--- src/rtl/npci_pkg.sv ---
// ----------------------------------------------------------------------------
// npci_pkg
// Shared types and constants of the nearest palette color indexer.
// ----------------------------------------------------------------------------
package npci_pkg;

    localparam int PALETTE_DEPTH = 256;
    localparam int IDX_W         = $clog2(PALETTE_DEPTH);
    localparam int CNT_W         = $clog2(PALETTE_DEPTH + 1);
    localparam int COLOR_W       = 8;
    localparam int ALPHA_W       = 8;
    localparam int ENTRIES_W     = 9;
    localparam int INDEX_OUT_W   = 8;
    localparam int SQ_W          = 2 * COLOR_W;
    localparam int GAP_W         = SQ_W + 2;
    localparam int CFG_IDX_W     = 1;
    localparam int CFG_DATA_W    = ENTRIES_W;

    localparam logic [ENTRIES_W-1:0] ENTRIES_RESET   = ENTRIES_W'(256);
    localparam logic [ALPHA_W-1:0]   THRESHOLD_RESET = ALPHA_W'(128);

    localparam logic OP_LOAD  = 1'b0;
    localparam logic OP_PIXEL = 1'b1;

    localparam logic [CFG_IDX_W-1:0] CFG_ENTRIES_IN_USE  = 1'b0;
    localparam logic [CFG_IDX_W-1:0] CFG_ALPHA_THRESHOLD = 1'b1;

    typedef enum logic [1:0] {
        ST_IDLE,
        ST_SCAN,
        ST_DRAIN,
        ST_DONE
    } scan_state_t;

    typedef struct packed {
        logic [COLOR_W-1:0] red;
        logic [COLOR_W-1:0] green;
        logic [COLOR_W-1:0] blue;
    } rgb_t;

    typedef struct packed {
        logic             en;
        logic [IDX_W-1:0] addr;
    } rd_req_t;

    typedef struct packed {
        logic             valid;
        logic [IDX_W-1:0] idx;
        logic [GAP_W-1:0] gap;
        logic             busy;
    } pipe_out_t;

    typedef struct packed {
        logic                   valid;
        logic [INDEX_OUT_W-1:0] index;
        logic                   frame_end;
    } result_t;

endpackage

--- src/rtl/npci_scan_ctrl.sv ---
// ----------------------------------------------------------------------------
// npci_scan_ctrl
// Sequences palette reads for one pixel and keeps the nearest entry so far.
// ----------------------------------------------------------------------------
module npci_scan_ctrl (
    input  logic                           clk,
    input  logic                           rst_n,
    input  logic                           pixel_start,
    input  npci_pkg::rgb_t                 pixel_color,
    input  logic [npci_pkg::ALPHA_W-1:0]   alpha,
    input  logic                           frame_end,
    input  logic [npci_pkg::ENTRIES_W-1:0] entries_in_use,
    input  logic [npci_pkg::ALPHA_W-1:0]   alpha_threshold,
    input  npci_pkg::pipe_out_t            pipe,
    input  logic                           result_take,
    output logic                           busy,
    output npci_pkg::rd_req_t              rd_req,
    output logic                           issue_valid,
    output logic [npci_pkg::IDX_W-1:0]     issue_idx,
    output npci_pkg::rgb_t                 scan_color,
    output npci_pkg::result_t              result
);
    import npci_pkg::*;

    scan_state_t      state_reg;
    scan_state_t      state_next;
    rgb_t             color_reg;
    logic             frame_end_reg;
    logic [IDX_W-1:0] addr_reg;
    logic [CNT_W-1:0] count_reg;
    logic             issue_valid_reg;
    logic [IDX_W-1:0] issue_idx_reg;
    logic [GAP_W-1:0] best_gap_reg;
    logic [IDX_W-1:0] best_idx_reg;

    logic [CNT_W-1:0] count_sat;
    logic             opaque;
    logic             last_addr;
    logic             better;

    always_comb
    begin
        count_sat = (entries_in_use > ENTRIES_W'(PALETTE_DEPTH)) ? CNT_W'(PALETTE_DEPTH)
                                                                 : CNT_W'(entries_in_use);
        opaque    = (alpha >= alpha_threshold);
        last_addr = ((CNT_W'(addr_reg) + CNT_W'(1)) == count_reg);
        better    = pipe.valid && (pipe.gap < best_gap_reg);
    end

    always_comb
    begin
        state_next = state_reg;
        unique case (state_reg)
            ST_IDLE:
            begin
                if (pixel_start)
                begin
                    state_next = (opaque && (count_sat != '0)) ? ST_SCAN : ST_DONE;
                end
            end
            ST_SCAN:
            begin
                if (last_addr)
                begin
                    state_next = ST_DRAIN;
                end
            end
            ST_DRAIN:
            begin
                if (!issue_valid_reg && !pipe.busy)
                begin
                    state_next = ST_DONE;
                end
            end
            ST_DONE:
            begin
                if (result_take)
                begin
                    state_next = ST_IDLE;
                end
            end
            default:
            begin
                state_next = ST_IDLE;
            end
        endcase
    end

    always_comb
    begin
        busy             = (state_reg != ST_IDLE);
        rd_req.en        = (state_reg == ST_SCAN);
        rd_req.addr      = addr_reg;
        issue_valid      = issue_valid_reg;
        issue_idx        = issue_idx_reg;
        scan_color       = color_reg;
        result.valid     = (state_reg == ST_DONE);
        result.index     = INDEX_OUT_W'(best_idx_reg);
        result.frame_end = frame_end_reg;
    end

    always_ff @(posedge clk or negedge rst_n)
    begin
        if (!rst_n)
        begin
            state_reg       <= ST_IDLE;
            addr_reg        <= '0;
            count_reg       <= '0;
            issue_valid_reg <= 1'b0;
            issue_idx_reg   <= '0;
            best_gap_reg    <= '1;
            best_idx_reg    <= '0;
        end
        else
        begin
            state_reg       <= state_next;
            issue_valid_reg <= (state_reg == ST_SCAN);
            issue_idx_reg   <= addr_reg;
            if (pixel_start)
            begin
                addr_reg     <= '0;
                count_reg    <= count_sat;
                best_gap_reg <= '1;
                best_idx_reg <= '0;
            end
            else
            begin
                if (state_reg == ST_SCAN)
                begin
                    addr_reg <= addr_reg + IDX_W'(1);
                end
                if (better)
                begin
                    best_gap_reg <= pipe.gap;
                    best_idx_reg <= pipe.idx;
                end
            end
        end
    end

    always_ff @(posedge clk)
    begin
        if (pixel_start)
        begin
            color_reg     <= pixel_color;
            frame_end_reg <= frame_end;
        end
    end

    a_done_pipe_empty: assert property (@(posedge clk) disable iff (!rst_n)
        (state_reg == ST_DONE) |-> (!issue_valid_reg && !pipe.busy))
        else $error("result shown while distances still in flight");

    a_addr_in_range: assert property (@(posedge clk) disable iff (!rst_n)
        (state_reg == ST_SCAN) |-> (CNT_W'(addr_reg) < count_reg))
        else $error("read address beyond entries in use");

    a_beat_in_scan: assert property (@(posedge clk) disable iff (!rst_n)
        pipe.valid |-> ((state_reg == ST_SCAN) || (state_reg == ST_DRAIN)))
        else $error("distance arrived outside a scan");

    a_best_in_range: assert property (@(posedge clk) disable iff (!rst_n)
        (state_reg == ST_DONE) |-> ((best_idx_reg == '0) || (CNT_W'(best_idx_reg) < count_reg)))
        else $error("best index beyond entries in use");

endmodule
--- config.mk ---
export PLATFORM = sky130hd
export DESIGN_NAME = npci_scan_ctrl
export DESIGN_NICKNAME = d
export VERILOG_FILES = /design/src/rtl/npci_pkg.sv /design/src/rtl/npci_scan_ctrl.sv
export SDC_FILE = /design/constraint.sdc
export NUM_CORES = 1
export LEC_CHECK = 0
export ABC_AREA = 1
export BUFFER_PORTS_ARGS = -buffer_cell sky130_fd_sc_hd__buf_2
export CORE_ASPECT_RATIO = 1.75
export CORE_MARGIN = 2
export CORE_UTILIZATION = 40
export DETAILED_ROUTE_END_ITERATION = 8
export PLACE_DENSITY = 0.66
export SLEW_MARGIN = 20
export SYNTH_ARGS = -nofsm -noshare
export SYNTH_HDL_FRONTEND = slang
export SYNTH_SLANG_ARGS = --single-unit
export TNS_END_PERCENT = 10
--- constraint.sdc ---
create_clock -name clk -period 3.6 [get_ports clk]
set_input_delay 0.54 -clock clk [delete_from_list [all_inputs] [get_ports clk]]
set_output_delay 0.54 -clock clk [all_outputs]
set_load 0.05 [all_outputs]
==> qor.yml <==
worst_setup_path:
  max_stage_delay_ns: 0.53
  arrival_ns: 2.72
  critical_path.top_delay_family: "simple AND/OR/NAND/NOR gates"
  worst-path-max-fanout: 27
  startpoint_type: "register"
  crit_top_cell: "nand2_1"
  slowest_stage: "dfstp_2"
  path_class: "reg2reg"
  crit_chain: "inv_1 > ha_1 > nand2_1 > inv_1 > nor2_1 > o21a_1 > nor2_1 > o21ai_2 > nand4_4 > nand2_4 > nand2_1 > nand2_1"
  worstSetupEndpointType: "register"
  worst_ep_required_time_ns: 3.88
  path_buf_inv: 2
clock_network:
  post-cts-setup-buffer-count: 0
  cts_tree: "yes"
  cts-root-buf: "clkbuf_16"
  cts_max_level: 3
  cts_hold_buf: 0
  cts_resized: 0
  cts.sinks: 79
  cts_buffer_depth: 2
  clk_latency_ns: 0.34
  path_clk_slew_ns: 0.06
  cts_made_buffers: 9
pwr:
  p_int_mw: 1.843
  pwr-share-clk_pct: 31.2
  p_sw_share_pct: 34.85
  total_power_mw: 2.829
  pwr_density_cell_nw_per_um2: 544.5
  leakage_nw: 2.828
  p_seq_share_pct: 39.6
  power.switching_mw: 0.9861
  peakVddDrop_mv: 0.4184
  p_comb_share_pct: 29.2
detailed_routing:
  drcViolationCount: 0
  wl_per_cell_um: 12.69
  routed_wl_mm: 9.227
  dr.pass1.iters: 5
  ant_nets: 0
  vias: 3431
  initialDrtViolationCount: 125
  viasPerCell: 4.719
final_layout:
  largest_reg_flops: 24
  drive_gt1_share_pct: 33.83
  final_nets: 708
  postLayoutCellArea_um2: 5196
  fillCellCount: 992
  multi_input_area_um2: 1649
  antenna_cells: 0
  regArea_um2: 2125
  syn2layout_area_growth_pct: 26.27
floorplanning:
  die_area_um2: 11150
  core_um2: 10180
  start_util_pct: 40.44
  chipWidth_um: 80.68
  num_io_pins: 135
  fp.dieH_um: 138.2
  num_rows: 49
grt:
  antenna_found_initial: 0
  grt_pass1_vias: 3372
  grtUsageTotal_pct: 17.06
  overflow: 0
  grt_start_max_net_pins: 62
  grt_pass1_wl_mm: 14.97
logic_synthesis:
  synth_commonest_cells: "113 x nand2_1, 71 x inv_1, 46 x nand3_1"
  syn_inst: 458
  synth_cell_types: 38
  synth_nets: 571
  synth_edf_count: 25
  synth-async-reset-ratio_pct: 68.35
  yosysMostFrequentCell: "nand2_1"
  ys.flop_type: "dfrtp_1"
  syn_area_per_cell_um2: 8.985
  ys_ff_latch: 79
  yosys.area.top_type: "dfrtp_1"
  yosysSeqAreaShare_pct: 51.63
  synthesis.area_um2: 4115
  synth_warnings: 0
  synthTopCellsByArea: "dfrtp_1 22%, edfxtp_1 18%, dfstp_2 11%, nand2_1 10%, ha_1 9.4%"
  synth_top_area_share_pct: 21.89
timing:
  fin_skew_ns: 0.007174
  holdWs_ns: 0.2691
  finalCriticalPeriod_ns: 2.440
  final_hold_viol_count: 0
  finalCritPeriodShare_pct: 67.78
  fmax_ghz: 0.4098
  worst_pin_slew_ns: 0.7167
  setup_viol: 0
  slew_headroom_pct: 52.22
  grt_setup_unrepaired: "false"
  maxSlewViolCount: 0
  fin_ws_ns: 1.160
  tns_ns: 0
place:
  pre_cts_slack_ns: 1.085
  hpwl_mm: 6.917
  port_buffers: 134
  finalWeightedCongestion: 0.8281
  placedInstanceArea_um2: 4907
run_status:
  status: "complete, no violations"
flow_run:
  max-cap-violations: 0
hold_path:
  hold_class: "in2async"
[metal layers]
layer  wire length, um  global-route usage, %  vias to the layer above
met2              4523                  29.47                      124
met5                 0                      0                        -
li1                  -                      -                     1744
met3               598                  3.655                       15
met4               233                  8.296                        0
met1              3871                  19.49                     1548
[final timing paths]
path | startpoint | to | slack, ns | cells after the start
min | rst_n | addr_reg[3] | 0.27 | 1
max | best_gap_reg[5] | best_gap_reg[5] | 1.16 | 12
max reg2reg | best_gap_reg[5] | best_gap_reg[5] | 1.16 | 12
min in group clk | pixel_color[20] | scan_color[20] | 0.38 | 1
max in group asynchronous | rst_n | best_gap_reg[17] | 2.63 | 2
min reg2reg | addr_reg[4] | issue_idx[4] | 0.48 | 0
[worst reg2reg max path, stage by stage (launching register included)]
cell and delay (ns):
dfstp_2 0.53, inv_1 0.04, ha_1 0.28, nand2_1 0.08, inv_1 0.04, nor2_1 0.09
o21a_1 0.13, nor2_1 0.05, o21ai_2 0.15, nand4_4 0.38, nand2_4 0.42, nand2_1 0.11
nand2_1 0.07
[through the flow]
stage / util [%] / instances
2_1_floorplan: - / 458
3_3_place_gp: 48.22 / 711
3_5_place_dp: 48.22 / 711
4_1_cts: 51.06 / 727
5_1_grt: 51.06 / 727
6_report: 51.06 / 727
[cell usage in the layout (no fill, tap or decap), drive strengths merged]
cell    count
o211ai      1
nand3      47
dfrtp      36
or2        19
inv        73
o21ai      13
bufinv      1
a21boi      1
edfxtp     25
nand2     118
a31oi       1
o31ai       1
clkbuf     10
xor2        1
o21bai      1
nand4       6
ha         31
nor2       30
clkinv      5
a21oi      11
dfstp      18
o22ai       7
xnor2       1
nor3        1
buf       138
o221a       1
and2        1
o21a        2
[cells by family after synthesis]
| kind of cell | synth area share, % |
|---|---|
| and+or+nand+nor | 24.63 |
| buffers and inverters | 8.300 |
| DFF | 51.63 |
| AOI/OAI and AO/OA | 5.594 |
| adders and majority gates | 9.425 |
| xor gates and xnor gates | 0.4257 |
[power groups by stage]
stage | registers [mW] | logic, mW | clock network [mW]
4_1_cts | 1.12 | 0.834 | 0.909
2_1_floorplan | 1.31 | 0.433 | 0
3_3_place_gp | 1.13 | 0.810 | 0
5_1_grt | 1.13 | 0.905 | 0.952
3_5_place_dp | 1.13 | 0.832 | 0
6_report | 1.12 | 0.827 | 0.883
[final cells by class]
class / count / area share, %
clock buffer: 10 / 4.406
timing repair buffer: 138 / 13.48
multi-input combinational: 294 / 31.74
inverter: 73 / 5.273
sequential: 79 / 40.89
tap: 127 / 3.058
clock inverter: 6 / 1.156
(Power assumes the default switching activity.)
