--- config.mk ---
export PLATFORM = sky130hd
export DESIGN_NAME = npci_gap_pipe
export DESIGN_NICKNAME = d
export VERILOG_FILES = /design/src/rtl/npci_pkg.sv /design/src/rtl/npci_gap_pipe.sv
export SDC_FILE = /design/constraint.sdc
export NUM_CORES = 1
export LEC_CHECK = 0
export ABC_CLOCK_PERIOD_IN_PS = 10400
export CAP_MARGIN = 0
export CORE_MARGIN = 2
export CORE_UTILIZATION = 40
export CTS_BUF_LIST = sky130_fd_sc_hd__clkbuf_4
export CTS_CLUSTER_SIZE = 14
export DETAILED_ROUTE_END_ITERATION = 10
export DONT_BUFFER_PORTS = 1
export GPL_TIMING_DRIVEN = 0
export PLACE_DENSITY = 0.54
export SLEW_MARGIN = 20
export SYNTH_ARGS = -nofsm -noshare
export SYNTH_HDL_FRONTEND = slang
export SYNTH_SLANG_ARGS = --single-unit
--- constraint.sdc ---
create_clock -name clk -period 10.4 [get_ports clk]
set_input_delay 1.04 -clock clk [delete_from_list [all_inputs] [get_ports clk]]
set_output_delay 1.04 -clock clk [all_outputs]
set_load 0.02 [all_outputs]
--- src/rtl/npci_pkg.sv ---
// ----------------------------------------------------------------------------
// npci_pkg
// Shared types and constants of the nearest palette color indexer.
// ----------------------------------------------------------------------------
package npci_pkg;

    localparam int PALETTE_DEPTH = 256;
    localparam int IDX_W         = $clog2(PALETTE_DEPTH);
    localparam int CNT_W         = $clog2(PALETTE_DEPTH + 1);
    localparam int COLOR_W       = 8;
    localparam int ALPHA_W       = 8;
    localparam int ENTRIES_W     = 9;
    localparam int INDEX_OUT_W   = 8;
    localparam int SQ_W          = 2 * COLOR_W;
    localparam int GAP_W         = SQ_W + 2;
    localparam int CFG_IDX_W     = 1;
    localparam int CFG_DATA_W    = ENTRIES_W;

    localparam logic [ENTRIES_W-1:0] ENTRIES_RESET   = ENTRIES_W'(256);
    localparam logic [ALPHA_W-1:0]   THRESHOLD_RESET = ALPHA_W'(128);

    localparam logic OP_LOAD  = 1'b0;
    localparam logic OP_PIXEL = 1'b1;

    localparam logic [CFG_IDX_W-1:0] CFG_ENTRIES_IN_USE  = 1'b0;
    localparam logic [CFG_IDX_W-1:0] CFG_ALPHA_THRESHOLD = 1'b1;

    typedef enum logic [1:0] {
        ST_IDLE,
        ST_SCAN,
        ST_DRAIN,
        ST_DONE
    } scan_state_t;

    typedef struct packed {
        logic [COLOR_W-1:0] red;
        logic [COLOR_W-1:0] green;
        logic [COLOR_W-1:0] blue;
    } rgb_t;

    typedef struct packed {
        logic             en;
        logic [IDX_W-1:0] addr;
    } rd_req_t;

    typedef struct packed {
        logic             valid;
        logic [IDX_W-1:0] idx;
        logic [GAP_W-1:0] gap;
        logic             busy;
    } pipe_out_t;

    typedef struct packed {
        logic                   valid;
        logic [INDEX_OUT_W-1:0] index;
        logic                   frame_end;
    } result_t;

endpackage

--- src/rtl/npci_gap_pipe.sv ---
// ----------------------------------------------------------------------------
// npci_gap_pipe
// Three-stage squared RGB distance: absolute differences, squares, sum.
// ----------------------------------------------------------------------------
module npci_gap_pipe (
    input  logic                       clk,
    input  logic                       rst_n,
    input  logic                       beat_valid,
    input  logic [npci_pkg::IDX_W-1:0] beat_idx,
    input  npci_pkg::rgb_t             entry,
    input  npci_pkg::rgb_t             pixel,
    output npci_pkg::pipe_out_t        pipe
);
    import npci_pkg::*;

    logic               s1_valid_reg;
    logic [IDX_W-1:0]   s1_idx_reg;
    logic [COLOR_W-1:0] dr_reg;
    logic [COLOR_W-1:0] dg_reg;
    logic [COLOR_W-1:0] db_reg;
    logic [COLOR_W-1:0] dr_next;
    logic [COLOR_W-1:0] dg_next;
    logic [COLOR_W-1:0] db_next;

    logic               s2_valid_reg;
    logic [IDX_W-1:0]   s2_idx_reg;
    logic [SQ_W-1:0]    sr_reg;
    logic [SQ_W-1:0]    sg_reg;
    logic [SQ_W-1:0]    sb_reg;

    logic               s3_valid_reg;
    logic [IDX_W-1:0]   s3_idx_reg;
    logic [GAP_W-1:0]   gap_reg;
    logic [GAP_W-1:0]   gap_next;

    always_comb
    begin
        dr_next = (pixel.red > entry.red) ? pixel.red - entry.red : entry.red - pixel.red;
        dg_next = (pixel.green > entry.green) ? pixel.green - entry.green
                                              : entry.green - pixel.green;
        db_next = (pixel.blue > entry.blue) ? pixel.blue - entry.blue
                                            : entry.blue - pixel.blue;
        gap_next = GAP_W'(sr_reg) + GAP_W'(sg_reg) + GAP_W'(sb_reg);
    end

    always_ff @(posedge clk or negedge rst_n)
    begin
        if (!rst_n)
        begin
            s1_valid_reg <= 1'b0;
            s2_valid_reg <= 1'b0;
            s3_valid_reg <= 1'b0;
        end
        else
        begin
            s1_valid_reg <= beat_valid;
            s2_valid_reg <= s1_valid_reg;
            s3_valid_reg <= s2_valid_reg;
        end
    end

    always_ff @(posedge clk)
    begin
        s1_idx_reg <= beat_idx;
        dr_reg     <= dr_next;
        dg_reg     <= dg_next;
        db_reg     <= db_next;
        s2_idx_reg <= s1_idx_reg;
        sr_reg     <= SQ_W'(dr_reg) * SQ_W'(dr_reg);
        sg_reg     <= SQ_W'(dg_reg) * SQ_W'(dg_reg);
        sb_reg     <= SQ_W'(db_reg) * SQ_W'(db_reg);
        s3_idx_reg <= s2_idx_reg;
        gap_reg    <= gap_next;
    end

    always_comb
    begin
        pipe.valid = s3_valid_reg;
        pipe.idx   = s3_idx_reg;
        pipe.gap   = gap_reg;
        pipe.busy  = s1_valid_reg | s2_valid_reg | s3_valid_reg;
    end

endmodule

==> results.sh, run 1 <==
export IMPL_status="complete, no violations"
export IMPL_hold_buffers=0
export IMPL_finalCritPeriodShare_pct=45.2
export IMPL_grt_pass1_wl_mm=30.5
export IMPL_holdCritPathClass="in2async"
export IMPL_vias=6498
export IMPL_worstSetupStartpoint="dr_reg[5]"
export IMPL_async_flop_share_pct=2.63
export IMPL_die_x_um=162
export IMPL_post_cts_buffers=0
export IMPL_ys_warn_count=0
export IMPL_endpoint_kind="flop"
export IMPL_slew_headroom_pct=56.2
export IMPL_drc=0
export IMPL_synth_main_ff_cell="dfxtp_1"
export IMPL_rr_endpoint="sr_reg[15]"
export IMPL_initial_core_util_pct=40.9
export IMPL_final_setup_tns_ns=0
export IMPL_ctsHtreeMaxLevel=4
export IMPL_nets=1367
export IMPL_fill_cells=2426
export IMPL_first_global_vias=6669
export IMPL_routed_wl_mm=17.5
export IMPL_rsz0062_at_grt="no"
export IMPL_crit_fanout=8
export IMPL_required_ns=10.86
export IMPL_io_pin_count=87
export IMPL_avgSynthCellArea_um2=9.59
export IMPL_core_area_um2=24400
export IMPL_synth_ff_latch_count=114
export IMPL_cts_sinks=114
export IMPL_setup_violations=0
export IMPL_crit_type="reg2reg"
export IMPL_die_y_um=162
export IMPL_postRouteAntennaNets=0
export IMPL_cts_buffers=17
export IMPL_syn2layout_area_growth_pct=6.98
export IMPL_drv_slew=0
export IMPL_overflow=0
export IMPL_synth_edf_count=0
export IMPL_antenna_found_initial=1
export IMPL_cts_resized_gates=0
export IMPL_clk_path_buf_depth=2
export IMPL_rows=57
export IMPL_worstMarginPinSlew_ns=0.649
export IMPL_portBuffers=0
export IMPL_cts_tree="yes"
export IMPL_largest_reg_flops=18
export IMPL_startpoint_type="flop"
export IMPL_r2r_start="dr_reg[5]"
export IMPL_wire_per_inst_um=12.5
export IMPL_syn_area_um2=9970
export IMPL_seq_area_frac_synth_pct=23.0
export IMPL_final_cell_mix="inv_1, ha_1, dfxtp_1"
export IMPL_period_needed_ns=4.70
export IMPL_clockRootBuffer="clkbuf_4"
export IMPL_maxCapViolations=0
export IMPL_grt_max_degree=17
export IMPL_die_area_um2=26200
export IMPL_grt_usage_pct=14.2
export IMPL_via_per_inst=4.64
export IMPL_clk_pin_slew_ns=0.12
export IMPL_synth_distinct_cells=50
export IMPL_finalHoldViolCount=0
export IMPL_dp_hpwl_mm=14.8
export IMPL_gp_congestion=0.823
export IMPL_drive_above_1_share_pct=4.55
export IMPL_drt_initial_drc_count=208
export IMPL_fin_skew_ns=0.0174
export IMPL_fmax_ghz=0.213
export IMPL_syn_instance_count=1040
export IMPL_dr_pass1_iters=6
export IMPL_rrSetupSlack_ns=5.70
export IMPL_r2r_cells=15
export IMPL_critPathArrivalTime_ns=5.15
export IMPL_final_common_cell="inv_1"
export IMPL_clk_latency_ns=0.53
## cell usage after synthesis (all sizes together), types with 31 or more instances
cell type | count | share of area [%]
fa | 97 | 19
a21oi | 41 | 2.2
xnor2 | 42 | 3.7
dfxtp | 111 | 22
xor2 | 31 | 2.7
a21o | 46 | 3.5
inv | 191 | 7.2
and2 | 60 | 3.8
nor2 | 45 | 1.7
o21ai | 31 | 1.7
nand2 | 43 | 1.6
ha | 148 | 19
## final cells by class
cell class	count	area (um^2)	area share (%)
plain buffers	12	48.8	0.458
inverters	191	717	6.72
flip-flops and latches	114	2300	21.5
well taps	324	405	3.80
clock inverters	15	145	1.36
multi-input cells	727	6920	64.9
diodes	1	2.50	0.0235
clock buffers	17	128	1.20
## per-stage QoR
step / instance area, um^2 / utilization [%] / setup WS [ns] / instances / hold WS, ns
after floorplan: 9980 / - / 6.14 / 1044 / 0.310
after global placement: 10400 / 42.6 / 5.69 / 1368 / 0.311
after detailed placement: 10400 / 42.6 / 5.71 / 1368 / 0.312
after CTS: 10700 / 43.7 / 5.65 / 1400 / 0.130
after global routing: 10700 / 43.7 / 5.39 / 1401 / 0.101
final: 10700 / 43.7 / 5.70 / 1401 / 0.193
## worst max path at each step
stage                 endpoint  slack, ns  cells after the start
finish              sr_reg[15]       5.70                     15
global route        sr_reg[15]       5.39                     15
detailed placement  sr_reg[15]       5.71                     15
floorplan           sr_reg[15]       6.14                     15
global placement    sr_reg[15]       5.69                     15
CTS                 sr_reg[15]       5.65                     15
## per-layer routing
layer / track usage, % / up-vias / wire length, um
met2: 23.6 / 99 / 8010
met4: 3.26 / 0 / 195
met3: 3.27 / 13 / 623
met1: 18.9 / 3006 / 8640
met5: 0 / - / 0
li1: - / 3380 / -
## cell families (layout without fill, tap and decap cells)
| group | count (synthesis) | after routing | synth area share, % |
|---|---|---|---|
| fa+ha+maj | 245 | 245 | 38.1 |
| simple gates | 222 | 222 | 11.7 |
| buf+inv | 203 | 235 | 7.68 |
| compound gates | 158 | 158 | 10.6 |
| flops | 114 | 114 | 23.0 |
| xor+xnor | 73 | 73 | 6.41 |
| mux | 24 | 24 | 2.41 |
| other cells | 1 | 6 | 0.0376 |
## critical path, stage by stage, from the launching register on
cell      delay, ns
dfxtp_1        0.51
inv_1          0.16
nor2_1         0.26
fa_1           0.49
fa_1           0.54
inv_1          0.05
fa_1           0.44
fa_1           0.49
inv_1          0.04
ha_1           0.30
o21ai_0        0.25
inv_1          0.11
a211oi_2       0.22
o31ai_1        0.17
or4_1          0.48
nand3_1        0.13
Power of run 1 is not shown: default switching activity piles up to over one toggle a cycle in this logic, so the estimate is an artifact.
==> run 2, diff against run 1 <==
Settings changed: ABC_CLOCK_PERIOD_IN_PS 10400 to 4800.
Clock period 10.4 ns to 4.8 ns, I/O delays scaled along.
==> run 2 against run 1 <==
Clock skew about the same. Largest cell class unchanged. Register-to-register slack got worse by 5.4 ns. Via count up 0.48%. Wire length increased by 0.45%. Non-clock buffer count rose by 10.
==> results.sh, run 2 (synthesis gave the netlist of run 1 again) <==
export IMPL_finalHoldViolCount=0
export IMPL_initial_core_util_pct=40.9
export IMPL_drive_above_1_share_pct=4.88
export IMPL_status="complete, no violations"
export IMPL_portBuffers=0
export IMPL_dp_cells=1368
export IMPL_place_area_um2=10400
export IMPL_wire_per_inst_um=12.4
export IMPL_die_y_um=162
export IMPL_endpoint_kind="flop"
export IMPL_core_area_um2=24400
export IMPL_clk_pin_slew_ns=0.11
export IMPL_grt_usage_pct=14.2
export IMPL_final_cell_mix="inv_1, ha_1, dfxtp_1"
export IMPL_nets=1377
export IMPL_antenna_found_initial=1
export IMPL_clk_path_buf_depth=2
export IMPL_rrSetupSlack_ns=0.31
export IMPL_dp_hpwl_mm=14.8
export IMPL_post_cts_buffers=0
export IMPL_rows=57
export IMPL_die_x_um=162
export IMPL_critPathArrivalTime_ns=4.95
export IMPL_clockRootBuffer="clkbuf_4"
export IMPL_cts_tree="yes"
export IMPL_fmax_ghz=0.222
export IMPL_die_area_um2=26200
export IMPL_period_needed_ns=4.49
export IMPL_required_ns=5.25
export IMPL_postRouteAntennaNets=0
export IMPL_fin_skew_ns=0.0173
export IMPL_first_global_vias=6679
export IMPL_cts_buffers=17
export IMPL_worstMarginPinSlew_ns=0.649
export IMPL_setup_violations=0
export IMPL_instances_no_fill=1411
export IMPL_drc=0
export IMPL_drt_initial_drc_count=187
export IMPL_design_area_um2=10800
export IMPL_routed_wl_mm=17.5
export IMPL_via_per_inst=4.63
export IMPL_overflow=0
export IMPL_holdPathStages=2
export IMPL_gp_congestion=0.823
export IMPL_startpoint_type="flop"
export IMPL_finalCritPeriodShare_pct=93.6
export IMPL_drv_slew=0
export IMPL_crit_fanout=8
export IMPL_crit_type="reg2reg"
export IMPL_holdCritPathClass="in2reg"
export IMPL_dr_pass1_iters=7
export IMPL_maxCapViolations=0
export IMPL_r2r_cells=15
export IMPL_clk_latency_ns=0.52
export IMPL_cts_sinks=114
export IMPL_vias=6529
export IMPL_rsz0062_at_grt="no"
export IMPL_largest_reg_flops=18
export IMPL_ctsHtreeMaxLevel=4
export IMPL_io_pin_count=87
export IMPL_syn2layout_area_growth_pct=8.03
export IMPL_hold_ws_ns=0.151
export IMPL_final_common_cell="inv_1"
export IMPL_grt_pass1_wl_mm=30.5
export IMPL_grt_max_degree=17
export IMPL_final_setup_tns_ns=0
export IMPL_slew_headroom_pct=56.2
run 2: path summary, 6_finish.rpt:
path | from | to
max in group asynchronous | rst_n | s1_valid_reg
hold / removal | pixel[8] | dg_reg[0]
hold reg to reg | s2_idx_reg[1] | s3_idx_reg[1]
setup reg to reg | dr_reg[5] | sr_reg[15]
setup / recovery | dr_reg[5] | sr_reg[15]
min in group asynchronous | rst_n | s3_valid_reg
run 2: final cells by class:
type	count	area (um^2)
Timing Repair Buffer	10	100
Clock inverter	15	145
Fill cell	2418	13600
Inverter	191	717
Tap cell	324	405
Clock buffer	17	128
Buffer	12	50.0
Sequential cell	114	2300
Antenna cell	1	2.50
Multi-Input combinational cell	727	6920
run 2: what timing repair did:
item / in CTS / in global routing
setup endpoints to repair: 0 / 2
hold buffers: 10 / 0
hold endpoints to repair: 12 / 0
resized for setup: 0 / 6
run 2: per-stage QoR:
| stage | setup WS [ns] | utilization (%) |
|---|---|---|
| 4_1_cts | 0.0519 | 44.1 |
| 3_3_place_gp | 0.0892 | 42.6 |
| 5_1_grt | 0.0283 | 44.2 |
| 2_1_floorplan | 0.537 | - |
| 3_5_place_dp | 0.108 | 42.6 |
| 6_report | 0.305 | 44.2 |
run 2: metal layers:
layer,up-vias,track usage [%],share of wire (%)
li1,3400,-,-
met2,94,23.6,46
met4,0,3.26,1.0
met5,-,0,0
met3,11,3.12,3.2
met1,3024,19.0,50
run 2: worst max-delay path: stages (launching register included):
cell and delay [ns]:
dfxtp_2 0.43, inv_1 0.12, nor2_1 0.25, fa_1 0.49, fa_1 0.54, inv_1 0.05
fa_1 0.44, fa_1 0.49, inv_1 0.04, ha_1 0.30, o21ai_1 0.19, inv_1 0.09
a211oi_2 0.21, o31ai_1 0.17, or4_1 0.48, nand3_1 0.13
Power of run 2 is left out for the same reason.
==> run 3, diff against run 2 <==
Settings changed: CORE_MARGIN 2 to 1.5, PLACE_DENSITY 0.54 to not set.
==> run 3 against run 2 <==
First-iteration DRC count grew 12%. Sequential share of layout area shrank 0.15 points. Utilization up 0.30 points. Flip-flop and latch count stayed put. Via count is 1.8% higher. Critical path type unchanged. Global-route usage rose by 0.26 points. Count of clock-buffer cells in the layout is the same. Die area is 1.2% lower. Setup slack worse by 0.062 ns. Clock skew up 0.0062 ns. Largest cell class unchanged.
==> results.sh, run 3 (synthesis gave the netlist of run 1 again) <==
export IMPL_status="complete, no violations"
export IMPL_gp_congestion=0.823
export IMPL_drc=0
export IMPL_rrSetupSlack_ns=0.24
export IMPL_via_per_inst=4.71
export IMPL_setup_violations=0
export IMPL_startpoint_type="flop"
export IMPL_postRouteAntennaNets=0
export IMPL_ctsHtreeMaxLevel=4
export IMPL_die_y_um=161
export IMPL_place_ws_ns=0.154
export IMPL_required_ns=5.24
export IMPL_clockRootBuffer="clkbuf_4"
export IMPL_routed_wl_mm=17.2
export IMPL_vias=6646
export IMPL_syn2layout_area_growth_pct=8.76
export IMPL_overflow=0
export IMPL_grt_busiest_layer="met2"
export IMPL_crit_type="reg2reg"
export IMPL_grt_pass1_wl_mm=30.7
export IMPL_clk_pin_slew_ns=0.12
export IMPL_first_global_vias=6804
export IMPL_fill_cells=2436
export IMPL_final_cell_mix="inv_1, ha_1, dfxtp_1"
export IMPL_grtUsageMet3_pct=2.30
export IMPL_period_needed_ns=4.56
export IMPL_io_pin_count=87
export IMPL_finalHoldViolCount=0
export IMPL_core_area_um2=24400
export IMPL_cts_sinks=114
export IMPL_rows=57
export IMPL_die_area_um2=25900
export IMPL_crit_fanout=10
export IMPL_wire_per_inst_um=12.2
export IMPL_clk_path_buf_depth=2
export IMPL_holdPathStages=2
export IMPL_die_x_um=161
export IMPL_drv_slew=0
export IMPL_gr_usage_met1_pct=18.8
export IMPL_grt_max_degree=17
export IMPL_fin_ws_ns=0.243
export IMPL_worstMarginPinSlew_ns=0.551
export IMPL_slew_headroom_pct=62.8
export IMPL_fin_skew_ns=0.0236
export IMPL_post_route_util_pct=44.5
export IMPL_grt_usage_pct=14.5
export IMPL_dp_cells=1368
export IMPL_clk_latency_ns=0.51
export IMPL_portBuffers=0
export IMPL_dr_pass1_iters=5
export IMPL_post_cts_buffers=0
export IMPL_final_common_cell="inv_1"
export IMPL_critPathArrivalTime_ns=5.00
export IMPL_finalCritPeriodShare_pct=94.9
export IMPL_holdCritPathClass="in2reg"
export IMPL_initial_core_util_pct=40.9
export IMPL_r2r_cells=15
export IMPL_cts_tree="yes"
export IMPL_instances_no_fill=1412
export IMPL_maxCapViolations=0
export IMPL_drive_above_1_share_pct=4.60
export IMPL_dp_hpwl_mm=14.4
export IMPL_rsz0062_at_grt="yes"
export IMPL_fmax_ghz=0.219
export IMPL_met2_usage_pct=24.5
export IMPL_drt_initial_drc_count=209
export IMPL_largest_reg_flops=18
export IMPL_cts_buffers=17
export IMPL_antenna_found_initial=1
export IMPL_endpoint_kind="flop"
export IMPL_nets=1377
-- run 3: critical path, stage by stage (launching register included) --
cell and delay (ns):
dfxtp_1 0.34, clkbuf_1 0.32, and2_1 0.23, fa_1 0.43, fa_1 0.49, inv_1 0.05
fa_1 0.45, fa_1 0.49, inv_1 0.04, ha_1 0.31, o21ai_0 0.25, inv_1 0.10
a211oi_2 0.24, o31ai_1 0.17, or4_1 0.49, nand3_1 0.10
-- run 3: through the flow --
| step | setup TNS [ns] | hold WS (ns) | instance area, um^2 |
|---|---|---|---|
| finish | 0 | 0.155 | 10800 |
| global route | -0.0000404 | 0.121 | 10800 |
| CTS | 0 | 0.108 | 10800 |
| detailed placement | 0 | 0.184 | 10400 |
| global placement | 0 | 0.184 | 10400 |
| floorplan | 0 | 0.184 | 9980 |
-- run 3: cell type report --
class	count	area, um^2	area share, %
clock buffer	17	128	1.18
multi-input combinational	727	6920	63.9
buffer	12	50.0	0.462
sequential	114	2300	21.2
antenna	2	5.00	0.0462
timing repair buffer	10	100	0.923
clock inverter	15	214	1.97
inverter	191	717	6.61
tap	324	405	3.74
-- run 3: final timing paths --
check | from | endpoint
worst max-delay path | dr_reg[1] | sr_reg[15]
max in group asynchronous | rst_n | s2_valid_reg
worst min-delay path | pixel[8] | dg_reg[0]
worst max register to register | dr_reg[1] | sr_reg[15]
min in group asynchronous | rst_n | s3_valid_reg
worst min register to register | s1_idx_reg[3] | s2_idx_reg[3]
-- run 3: repair_timing --
item | in CTS | in global routing
gates resized for setup | 0 | 5
hold endpoints to repair | 12 | 0
hold buffers | 10 | 0
setup endpoints to repair | 0 | 2
-- run 3: layer usage --
| metal | share of wire (%) | wire [um] | vias up |
|---|---|---|---|
| met5 | 0 | 0 | - |
| met1 | 49 | 8360 | 3134 |
| met4 | 1.3 | 221 | 0 |
| met3 | 3.5 | 599 | 16 |
| li1 | - | - | 3401 |
| met2 | 47 | 8050 | 95 |
Power of run 3 is left out for the same reason.
